===== src/hdl/bf3_pkg.sv =====
// Shared types, constants and the small-divisor mean function for the 3x3 box filter.
// No dependencies; imported by the controller, datapath and top level.
`timescale 1ns / 1ps
`default_nettype none

package bf3_pkg;

   localparam int MaxWidth  = 256;
   localparam int MaxHeight = 4096;

   localparam int PixW   = 8;
   localparam int ColW   = $clog2(MaxWidth);
   localparam int RowW   = $clog2(MaxHeight);
   localparam int WidthW = 9;
   localparam int HeightW = 13;
   localparam int SumW   = 12;
   localparam int CntW   = 4;
   localparam int DataW  = 32;
   localparam int AddrW  = 3;

   localparam logic [WidthW-1:0]  WidthLimit  = WidthW'(MaxWidth);
   localparam logic [HeightW-1:0] HeightLimit = HeightW'(MaxHeight);
   localparam logic [WidthW-1:0]  WidthReset  = WidthW'(256);
   localparam logic [HeightW-1:0] HeightReset = HeightW'(256);

   // input command codes
   localparam logic CmdPush  = 1'b0;
   localparam logic CmdDrain = 1'b1;

   // reciprocals for floor division by 3 and 9 (exact for sums below 8192)
   localparam int Recip3      = 2731;
   localparam int Recip3Shift = 13;
   localparam int Recip9      = 3641;
   localparam int Recip9Shift = 15;
   localparam int ProdW       = 2 * SumW;

   typedef struct packed {
      logic push_rd;      // transfer of a push: read line stores at current column
      logic push_shift;   // shift window, write line stores, advance position
      logic sum_first;    // load sum of the interior output region
      logic sum_second;   // load sum of the row-end output region
      logic drain_init;   // transfer of a drain: clear accumulator, set column
      logic drain_rd;     // read line stores at drain column
      logic drain_acc;    // accumulate read data
      logic out_load;     // load the output register
      logic out_row_end;  // push output is the row-end one
      logic out_drain;    // output comes from the drain path
   } bf3_cmd_type;

   typedef struct packed {
      logic draining;
      logic emit_first;
      logic emit_second;
      logic drain_col_done;
      logic out_free;
   } bf3_sts_type;

   function automatic logic [PixW-1:0] mean_div(input logic [SumW-1:0] s,
                                                input logic [CntW-1:0] n);
      logic [ProdW-1:0] p3;
      logic [ProdW-1:0] p9;
      logic [SumW-1:0]  q;
      p3 = {{(ProdW-SumW){1'b0}}, s} * ProdW'(Recip3);
      p9 = {{(ProdW-SumW){1'b0}}, s} * ProdW'(Recip9);
      case (n)
         4'd1:    q = s;
         4'd2:    q = s >> 1;
         4'd3:    q = SumW'(p3 >> Recip3Shift);
         4'd4:    q = s >> 2;
         4'd6:    q = SumW'(p3 >> (Recip3Shift + 1));
         4'd9:    q = SumW'(p9 >> Recip9Shift);
         default: q = '0;
      endcase
      return q[PixW-1:0];
   endfunction

endpackage

`default_nettype wire


===== src/hdl/bf3_ctrl.sv =====
// Sequencing state machine for the 3x3 box filter: push, output and drain steps.
// Depends on bf3_pkg; drives the datapath through bf3_cmd_type.
`timescale 1ns / 1ps
`default_nettype none

module bf3_ctrl (
   input  wire logic                 clock,
   input  wire logic                 reset,
   input  wire logic                 req_valid,
   input  wire logic                 req_command,
   output logic                      req_stall,
   output bf3_pkg::bf3_cmd_type      cmd,
   input  wire bf3_pkg::bf3_sts_type sts
);
   import bf3_pkg::*;

   localparam logic [3:0] S_IDLE   = 4'd0;
   localparam logic [3:0] S_PSHIFT = 4'd1;
   localparam logic [3:0] S_PSUM1  = 4'd2;
   localparam logic [3:0] S_PDIV1  = 4'd3;
   localparam logic [3:0] S_PSUM2  = 4'd4;
   localparam logic [3:0] S_PDIV2  = 4'd5;
   localparam logic [3:0] S_DRD    = 4'd6;
   localparam logic [3:0] S_DACC   = 4'd7;
   localparam logic [3:0] S_DDIV   = 4'd8;

   logic [3:0] state_ff;
   logic [3:0] state_in;

   always_comb begin
      cmd       = '0;
      state_in  = state_ff;
      req_stall = (state_ff != S_IDLE);
      case (state_ff)
         S_IDLE: begin
            if (req_valid) begin
               if (req_command == CmdPush && !sts.draining) begin
                  cmd.push_rd = 1'b1;
                  state_in    = S_PSHIFT;
               end else if (req_command == CmdDrain && sts.draining) begin
                  cmd.drain_init = 1'b1;
                  state_in       = S_DRD;
               end
            end
         end
         S_PSHIFT: begin
            cmd.push_shift = 1'b1;
            state_in       = S_PSUM1;
         end
         S_PSUM1: begin
            if (sts.emit_first) begin
               cmd.sum_first = 1'b1;
               state_in      = S_PDIV1;
            end else if (sts.emit_second) begin
               cmd.sum_second = 1'b1;
               state_in       = S_PDIV2;
            end else begin
               state_in = S_IDLE;
            end
         end
         S_PDIV1: begin
            if (sts.out_free) begin
               cmd.out_load = 1'b1;
               state_in     = sts.emit_second ? S_PSUM2 : S_IDLE;
            end
         end
         S_PSUM2: begin
            cmd.sum_second = 1'b1;
            state_in       = S_PDIV2;
         end
         S_PDIV2: begin
            if (sts.out_free) begin
               cmd.out_load    = 1'b1;
               cmd.out_row_end = 1'b1;
               state_in        = S_IDLE;
            end
         end
         S_DRD: begin
            cmd.drain_rd = 1'b1;
            state_in     = S_DACC;
         end
         S_DACC: begin
            cmd.drain_acc = 1'b1;
            state_in      = sts.drain_col_done ? S_DDIV : S_DRD;
         end
         S_DDIV: begin
            if (sts.out_free) begin
               cmd.out_load  = 1'b1;
               cmd.out_drain = 1'b1;
               state_in      = S_IDLE;
            end
         end
         default: begin
            state_in = S_IDLE;
         end
      endcase
   end

   always_ff @(posedge clock) begin
      if (reset) begin
         state_ff <= S_IDLE;
      end else begin
         state_ff <= state_in;
      end
   end

endmodule

`default_nettype wire


===== config.mk =====
export PLATFORM = sky130hd
export DESIGN_NAME = bf3_ctrl
export DESIGN_NICKNAME = d
export VERILOG_FILES = /design/src/hdl/bf3_pkg.sv /design/src/hdl/bf3_ctrl.sv
export SDC_FILE = /design/constraint.sdc
export NUM_CORES = 1
export LEC_CHECK = 0
export BUFFER_PORTS_ARGS = -buffer_cell sky130_fd_sc_hd__buf_4
export CORE_MARGIN = 1
export CORE_UTILIZATION = 33
export DETAILED_ROUTE_END_ITERATION = 10
export GPL_ROUTABILITY_DRIVEN = 0
export HOLD_SLACK_MARGIN = 0.05
export PLACE_DENSITY = 0.64
export SYNTH_ARGS = -nofsm -noshare
export SYNTH_HDL_FRONTEND = slang
export SYNTH_SLANG_ARGS = --single-unit

===== constraint.sdc =====
create_clock -name clock -period 2 [get_ports clock]
set_input_delay 0.4 -clock clock [delete_from_list [all_inputs] [get_ports clock]]
set_output_delay 0.4 -clock clock [all_outputs]
set_load 0.005 [all_outputs]

==> results of run 1 <==
## cell usage in the layout (no fill, tap or decap), types with 2 or more instances in the layout
cell type and count:
dfxtp_1 3, clkbuf_4 3, o22a_1 2, a21oi_1 3
nand2b_1 3, ha_1 2, and2_1 2, nor2_1 8
buf_4 19, nand2_1 5, o21ai_0 3, and3_1 2
inv_1 5
## area by class of cell
type,instances,area [µm²],area share
flip-flops and latches,4,81.3,0.129
well taps,15,18.8,0.0298
multi-input cells,51,347,0.550
clock buffers,3,22.5,0.0357
repair buffers,19,143,0.226
inverters,5,18.8,0.0298
## cell families (layout without fill, tap and decap cells)
kind of cell,after synthesis,in the layout,share of synthesized area
XOR/XNOR,1,1,0.0185
adder cells (fa/ha/maj),2,2,0.0528
buffers and inverters,9,27,0.100
AO/OA/AOI/OAI,17,17,0.264
AND/OR/NAND/NOR,31,31,0.396
flip-flops,4,4,0.169
## layer usage
layer / part of all wire / vias up / track usage
met5: 0 / - / 0
met4: 0 / 0 / 0.0172
met3: 0.060 / 0 / 0.0795
met2: 0.45 / 17 / 0.274
met1: 0.49 / 230 / 0.226
li1: - / 266 / -
## where the power goes
| group | leakage (nW) | internal (mW) | switching [mW] |
|---|---|---|---|
| Clock | 0.0138 | 0.0669 | 0.0296 |
| Combinational | 0.246 | 0.235 | 0.187 |
| Sequential | 0.0332 | 0.111 | 0.100 |
## critical path, delay by kind of cell (launching register included)
family                 cells  cell delay, ps
buffers and inverters      1             110
AND/OR/NAND/NOR            3             430
AO/OA/AOI/OAI              1             180
flip-flops                 1             470
## stage by stage
step	cells	instance area [µm²]	hold slack (ps)
finish	97	631	375
global route	97	631	373
CTS	97	629	364
detailed placement	94	607	610
global placement	94	607	610
floorplan	64	474	471
## synth_stat cells, types with 2 or more instances
master    number  share of area
and2_1         2          0.026
and3_1         2          0.026
inv_1          5          0.040
nand2b_1       3          0.040
nor2_1         8          0.063
a21oi_1        3          0.032
o21ai_0        3          0.032
ha_1           2          0.053
buf_2          2          0.021
o22a_1         2          0.037
dfxtp_1        4           0.17
nand2_1        5          0.040
## worst max-delay path by stage
stage                     depth (start not counted)  slack, ps                        to
after detailed placement                          5        270                    cmd[6]
final                                             5        180                    cmd[6]
after floorplan                                   6        510  state_ff[0]$_SDFFE_PP0P_
after global routing                              5         40                    cmd[2]
after CTS                                         5         10                    cmd[6]
after global placement                            5        240                    cmd[6]
==> flow_summary_export.csv, run 1 <==
group,metric,value,unit
run_status,status,"complete, no violations",
cts,postCtsHoldBufs,0,
timing,maxSlewHeadroom,0.701,
logic_synthesis,seq_area_frac_synth,0.169,
timing,setup_viol_count_final,0,
setup_path,rr_worst_depth,4,
layout,n_antenna_cell,0,
setup_path,path_class,"reg -> out",
timing,worst_pin_slew,447,ps
setup_path,slowest_delay,470,ps
cts,clockBufferDepth,2,
setup_path,r2r_end,"state_ff[2]$_SDFFE_PP0P_",
cts,cts_setup_buffers,0,
worst_hold_path,whs_endpoint,"state_ff[0]$_SDFFE_PP0P_",
drt,firstDrtPassIters,4,
logic_synthesis,synthesis.nets,75,
power_and_ir_drop,p_per_area,1160,mW/mm²
grt,antenna_found_initial,0,
layout,largest_register_ffs,4,
setup_path,start_kind,"flip-flop",
layout,drive_above_1_share,0.329,
timing,setup_ws,175,ps
grt,track_usage,0.175,
die,row_count,13,
placed_design,dp_hpwl,861,µm
logic_synthesis,synth_warnings,0,
setup_path,rrSetupSlack,620,ps
drt,viasPerCell,5.29,
layout,largest-register,"state_ff",
setup_path,crit_chain,"nor3b_2 -> nand2_1 -> a21o_1 -> nor2_1 -> buf_4",
logic_synthesis,synthCells,64,
timing,fmax,548,MHz
drt,wire_per_inst,11.7,µm
setup_path,cp_max_fo,15,
setup_path,crit_arrival,1420,ps
setup_path,cp.required,1600,ps
cts,clock_latency,230,ps
logic_synthesis,syn_area_per_cell,7.41,µm²
drt,detail-route-antenna-nets,0,
logic_synthesis,yosys.cell_types.count,35,
logic_synthesis,synth.ff_latch_count,4,
die,start_util,0.360,
grt,grt_pass1_vias,466,
die,io-pin-count,20,
die,core,0.00132,mm²
layout,fin_util,0.479,
grt,grt_pass1_wl,1900,µm
setup_path,endpoint_kind,"output port",
timing,hold_viol_final,0,
layout,fill_cells,141,
layout,layout-area-overhead-vs-synth,33.0,%
placed_design,port_buffers,19,
drt,drc,0,
die,fp.dieW,39.9,µm
layout,layout.nets,95,
worst_hold_path,whs_path_depth,2,
die,die_y,39.9,µm
worst_hold_path,hold_class,"in -> reg",
power_and_ir_drop,finalPower,730,µW
power_and_ir_drop,irDropWorstVdd,0.000700,V
cts,htreeDepth,1,
timing,setup_tns,0,ps
job,drv_cap,0,
power_and_ir_drop,power.leakage,0.293,nW
grt,grt_overflow_total,0,
cts,tritoncts,"built",
logic_synthesis,synth.cell_area,474,µm²
drt,vias,513,
drt,first_iter_violations,8,
placed_design,post-place-ws,273,ps
logic_synthesis,synth_edf_count,0,
timing,layout_min_cycle_time,1820,ps
grt,grt_max_degree,16,
die,die_area,0.00159,mm²
timing,drv_slew,0,
logic_synthesis,async_flop_share,0,
logic_synthesis,synth_flop_cell,"dfxtp_1",
worst_hold_path,hp-start,"reset",
drt,wl,1130,µm
cts,clk_pin_slew,40,ps
setup_path,worst_path_max_delay_cell,"dfxtp_2",
timing,grt_setup_unrepaired,"no",
setup_path,critPathLaunch,"state_ff[1]$_SDFFE_PP0P_",
cts,cts_buffers,3,
timing,skew,1.15,ps
layout,reg.largest.list,"state_ff x4",
cts,cts.sinks,4,
cts,ctsResizeCount,0,
timing,fin_crit_sh,0.912,
setup_path,rr_startpoint,"state_ff[0]$_SDFFE_PP0P_",
cts,cts-root-buf,"clkbuf_4",
Power figures use the tool's default switching activity.
==> inputs of run 2 (changes only) <==
clock period = 1.8 ns   (was 2 ns; I/O delays follow)
==> run 2 against run 1 <==
Clock skew about the same. Global-route usage unchanged. Sequential share of layout area increased by 0.55 points. Utilization increased by 0.85 points. Register-to-register slack got worse by 230 ps. Worst hold slack got worse by 44 ps. Clock power increased by 11%. Wire length unchanged. Power increased by 14%. Cell count unchanged. Sequential power increased by 18%. Die area unchanged. Largest cell class unchanged.
==> flow_summary_export.csv, run 2 (synthesis results as in run 1) <==
group,metric,value,unit
cts,cts-root-buf,"clkbuf_4",
layout,layout-area-overhead-vs-synth,35.4,%
setup_path,rr_worst_depth,4,
setup_path,r2r_end,"state_ff[2]$_SDFFE_PP0P_",
timing,setup_viol_count_final,0,
setup_path,cp_max_fo,15,
grt,track_usage,0.175,
setup_path,start_kind,"flip-flop",
cts,clockBufferDepth,2,
timing,fmax,584,MHz
power_and_ir_drop,switching_share,0.431,
drt,wire_per_inst,11.7,µm
power_and_ir_drop,power_frac_clock,0.129,
power_and_ir_drop,switchingPower,358,µW
job,drv_cap,0,
die,io-pin-count,20,
worst_hold_path,hp-start,"reset",
setup_path,rrSetupSlack,390,ps
placed_design,dp_hpwl,861,µm
timing,skew,1.18,ps
layout,fin_util,0.487,
cts,clk_pin_slew,40,ps
layout,regArea,86.3,µm²
setup_path,crit_arrival,1350,ps
layout,stdcell_area,642,µm²
timing,grt_setup_unrepaired,"yes",
power_and_ir_drop,irDropWorstVdd,0.000785,V
die,fp.dieW,39.9,µm
setup_path,rr_startpoint,"state_ff[0]$_SDFFE_PP0P_",
timing,setup_tns,0,ps
layout,largest-register,"state_ff",
drt,first_iter_violations,6,
drt,viasPerCell,5.20,
worst_hold_path,hold_class,"in -> reg",
die,core,0.00132,mm²
timing,drv_slew,0,
cts,cts.sinks,4,
grt,grt_pass1_vias,466,
timing,maxSlewHeadroom,0.698,
die,die_y,39.9,µm
placed_design,dp.cells,94,
die,die_area,0.00159,mm²
power_and_ir_drop,intPower,473,µW
layout,largest_register_ffs,4,
die,start_util,0.360,
power_and_ir_drop,power.leakage,0.296,nW
drt,vias,504,
cts,tritoncts,"built",
timing,layout_min_cycle_time,1710,ps
power_and_ir_drop,finalPower,831,µW
layout,finalNonFillerCells,97,
cts,postCtsHoldBufs,0,
placed_design,dpl_cell_area,607,µm²
worst_hold_path,whs_endpoint,"state_ff[3]$_SDFFE_PP0P_",
layout,multi_input_area,353,µm²
layout,layout_commonest_cell,"buf_4",
timing,fin_crit_sh,0.951,
layout,fill_cells,139,
setup_path,endpoint_kind,"output port",
cts,htreeDepth,1,
die,row_count,13,
layout,layout_common_cells,"19 x buf_4, 8 x nor2_1, 5 x inv_1, 5 x nand2_1",
timing,whs,331,ps
power_and_ir_drop,p_per_area,1290,mW/mm²
timing,worst_pin_slew,452,ps
setup_path,path_class,"reg -> out",
drt,drc,0,
placed_design,post-place-ws,113,ps
timing,hold_viol_final,0,
power_and_ir_drop,seq_power_share,0.298,
worst_hold_path,whs_path_depth,2,
layout,reg.largest.list,"state_ff x4",
grt,grt_overflow_total,0,
drt,detail-route-antenna-nets,0,
cts,cts_buffers,3,
grt,grt_max_degree,16,
grt,grt_pass1_wl,1900,µm
placed_design,port_buffers,19,
power_and_ir_drop,pwr-share-comb,0.573,
setup_path,cp.required,1440,ps
run_status,status,"complete, no violations",
layout,n_antenna_cell,0,
drt,firstDrtPassIters,2,
grt,antenna_found_initial,0,
cts,clock_latency,230,ps
timing,setup_ws,88.0,ps
drt,wl,1130,µm
layout,layout.nets,95,
layout,drive_above_1_share,0.366,
[run 2: cell counts in the layout (fill, tap and decap cells not counted)]
No cell type changed its count.
[run 2: worst max path at each step]
stage                                  start                        to  slack, ps
finish              state_ff[1]$_SDFFE_PP0P_                    cmd[6]         90
global route        state_ff[0]$_SDFFE_PP0P_                    cmd[0]        -30
CTS                 state_ff[2]$_SDFFE_PP0P_                    cmd[2]          6
detailed placement  state_ff[1]$_SDFFE_PP0P_                    cmd[6]        110
global placement    state_ff[1]$_SDFFE_PP0P_                    cmd[6]         80
floorplan                        req_command  state_ff[0]$_SDFFE_PP0P_        350
[run 2: worst max-delay path, stage by stage, from the launching register on]
cell and delay, ps:
dfxtp_4 420, nor3b_2 230, nand2_1 80, a21o_1 180
nor2_1 90, buf_4 110
[run 2: metal layers]
metal / global-route usage / share of wire / wire (µm) / up-vias
li1: - / - / - / 266
met2: 0.274 / 0.44 / 500 / 19
met5: 0 / 0 / 0 / -
met3: 0.0795 / 0.065 / 74 / 0
met1: 0.226 / 0.49 / 558 / 219
met4: 0.0172 / 0 / 0 / 0
[run 2: cell type report]
type                       count  share of cell area
sequential                     4               0.135
multi-input combinational     51               0.550
timing repair buffer          19               0.222
inverter                       5              0.0292
tap                           15              0.0292
clock buffer                   3              0.0351
[run 2: what timing repair did]
action	4_1_cts	5_1_grt
endpoints found under the setup margin	3	7
gates resized for setup	1	4
buffers inserted	0	0
pin swaps	0	0
[run 2: power groups by stage]
stage	Clock, mW	Combinational [mW]	Sequential (mW)
3_5_place_dp	0	0.472	0.232
5_1_grt	0.121	0.540	0.257
2_1_floorplan	0	0.418	0.149
6_report	0.107	0.476	0.248
4_1_cts	0.115	0.473	0.232
3_3_place_gp	0	0.473	0.234
==> inputs of run 3 (changes only) <==
==> constraint.sdc (replaced) <==
create_clock -name clock -period 1.8 [get_ports clock]
set_input_delay 0 -clock clock [delete_from_list [all_inputs] [get_ports clock]]
set_output_delay 0 -clock clock [all_outputs]
set_load 0.005 [all_outputs]
==> run 3 against run 2 <==
Die area stayed put. Non-clock buffer count grew 2. Cell area up 1.2%. Worst setup slack improved by 140 ps. Utilization is 0.57 points higher. Critical path depth stayed put. Clock skew grew 2.1 ps. Wire length increased by 6.4%. Register-to-register slack better by 20 ps. Via count is 6.9% higher. Clock-buffer cell count stayed put. Critical path type unchanged. Largest cell class unchanged.
==> flow_summary_export.csv, run 3 (synthesis results as in run 1) <==
group,metric,value,unit
timing,grt_setup_unrepaired,"no",
timing,worst_pin_slew,467,ps
die,die_area,0.00159,mm²
timing,layout_min_cycle_time,1570,ps
drt,wire_per_inst,12.2,µm
placed_design,dp.cells,94,
layout,drive_above_1_share,0.310,
cts,clock_latency,230,ps
drt,vias,539,
setup_path,path_class,"reg -> out",
power_and_ir_drop,power.leakage,0.301,nW
layout,fill_cells,141,
timing,fmax,635,MHz
layout,reg.largest.list,"state_ff x4",
placed_design,dp_hpwl,896,µm
layout,largest_register_ffs,4,
cts,cts-root-buf,"clkbuf_4",
drt,first_iter_violations,6,
layout,layout-area-overhead-vs-synth,36.9,%
cts,tritoncts,"built",
timing,setup_viol_count_final,0,
drt,drc,0,
placed_design,port_buffers,19,
grt,grt_pass1_vias,480,
setup_path,cp_max_fo,15,
layout,layout.nets,97,
setup_path,start_kind,"flip-flop",
placed_design,post-place-ws,436,ps
job,drv_cap,0,
layout,layout_commonest_cell,"buf_4",
power_and_ir_drop,p_per_area,1260,mW/mm²
drt,wl,1210,µm
layout,multi_input_area,347,µm²
timing,maxSlewHeadroom,0.689,
die,die_y,39.9,µm
drt,viasPerCell,5.44,
grt,grt_max_degree,16,
drt,detail-route-antenna-nets,0,
timing,fin_crit_sh,0.874,
layout,stdcell_area,649,µm²
layout,fin_util,0.493,
setup_path,cp.required,1800,ps
layout,finalNonFillerCells,99,
layout,n_antenna_cell,0,
timing,skew,3.31,ps
die,fp.dieW,39.9,µm
drt,firstDrtPassIters,4,
worst_hold_path,hold_class,"in -> reg",
grt,grt_pass1_wl,1920,µm
timing,setup_ws,226,ps
timing,setup_tns,0,ps
cts,ctsResizeCount,0,
cts,clockBufferDepth,2,
placed_design,dpl_cell_area,607,µm²
cts,clk_pin_slew,40,ps
layout,layout_common_cells,"19 x buf_4, 8 x nor2_1, 5 x inv_1, 5 x nand2_1, 4 x dfxtp_1",
grt,antenna_found_initial,0,
die,row_count,13,
timing,hold_viol_final,0,
power_and_ir_drop,irDropWorstVdd,0.000595,V
grt,track_usage,0.173,
cts,cts.sinks,4,
layout,regArea,80.1,µm²
die,start_util,0.360,
die,io-pin-count,20,
die,core,0.00132,mm²
run_status,status,"complete, no violations",
setup_path,crit_arrival,1570,ps
setup_path,endpoint_kind,"output port",
grt,grt_overflow_total,0,
timing,drv_slew,0,
layout,largest-register,"state_ff",
cts,cts_buffers,3,
cts,htreeDepth,1,
run 3: cell types whose count changed in the layout (fill, tap and decap cells not counted), sizes merged:
cell / change
dlygate4sd3: +2
run 3: timing repair:
action | CTS | global route
hold buffers | 2 | 0
setup buffers | 0 | 0
endpoints found under the hold margin | 3 | 0
endpoints found under the setup margin | 0 | 0
run 3: layout make-up:
cell class                 count  share of cell area
clock buffer                   3              0.0347
timing repair buffer          21               0.250
multi-input combinational     51               0.534
sequential                     4               0.123
tap                           15              0.0289
inverter                       5              0.0289
run 3: path summary, 6_finish.rpt:
kind	start	to	slack, ps	depth (start not counted)
max	state_ff[1]$_SDFFE_PP0P_	cmd[6]	230	5
min reg2reg	state_ff[3]$_SDFFE_PP0P_	state_ff[0]$_SDFFE_PP0P_	650	1
max reg2reg	state_ff[1]$_SDFFE_PP0P_	state_ff[2]$_SDFFE_PP0P_	410	4
min	sts[1]	state_ff[3]$_SDFFE_PP0P_	50	3
run 3: stage by stage:
step                      hold WS (ps)  total power, mW
after floorplan                   70.9            0.568
after global placement             213            0.705
after detailed placement           209            0.707
after CTS                         53.8            0.821
after global routing              51.7            0.902
final                             54.3            0.821
run 3: layer usage:
metal | global-route usage | wire, µm
met5 | 0 | 0
met3 | 0.0227 | 82
met1 | 0.191 | 520
met4 | 0.0259 | 0
met2 | 0.343 | 603
run 3: where the power goes:
group	internal [mW]	switching [mW]	leakage (nW)
logic	0.264	0.217	0.255
clock network	0.0743	0.0329	0.0138
registers	0.121	0.112	0.0329
total	0.460	0.361	0.301
run 3: worst max-delay path, cell delays in order, from the launching register on:
cell and delay [ps]:
dfxtp_1 590, nor3b_2 280, nand2_1 70, a21o_1 190, nor2_1 90, buf_4 120
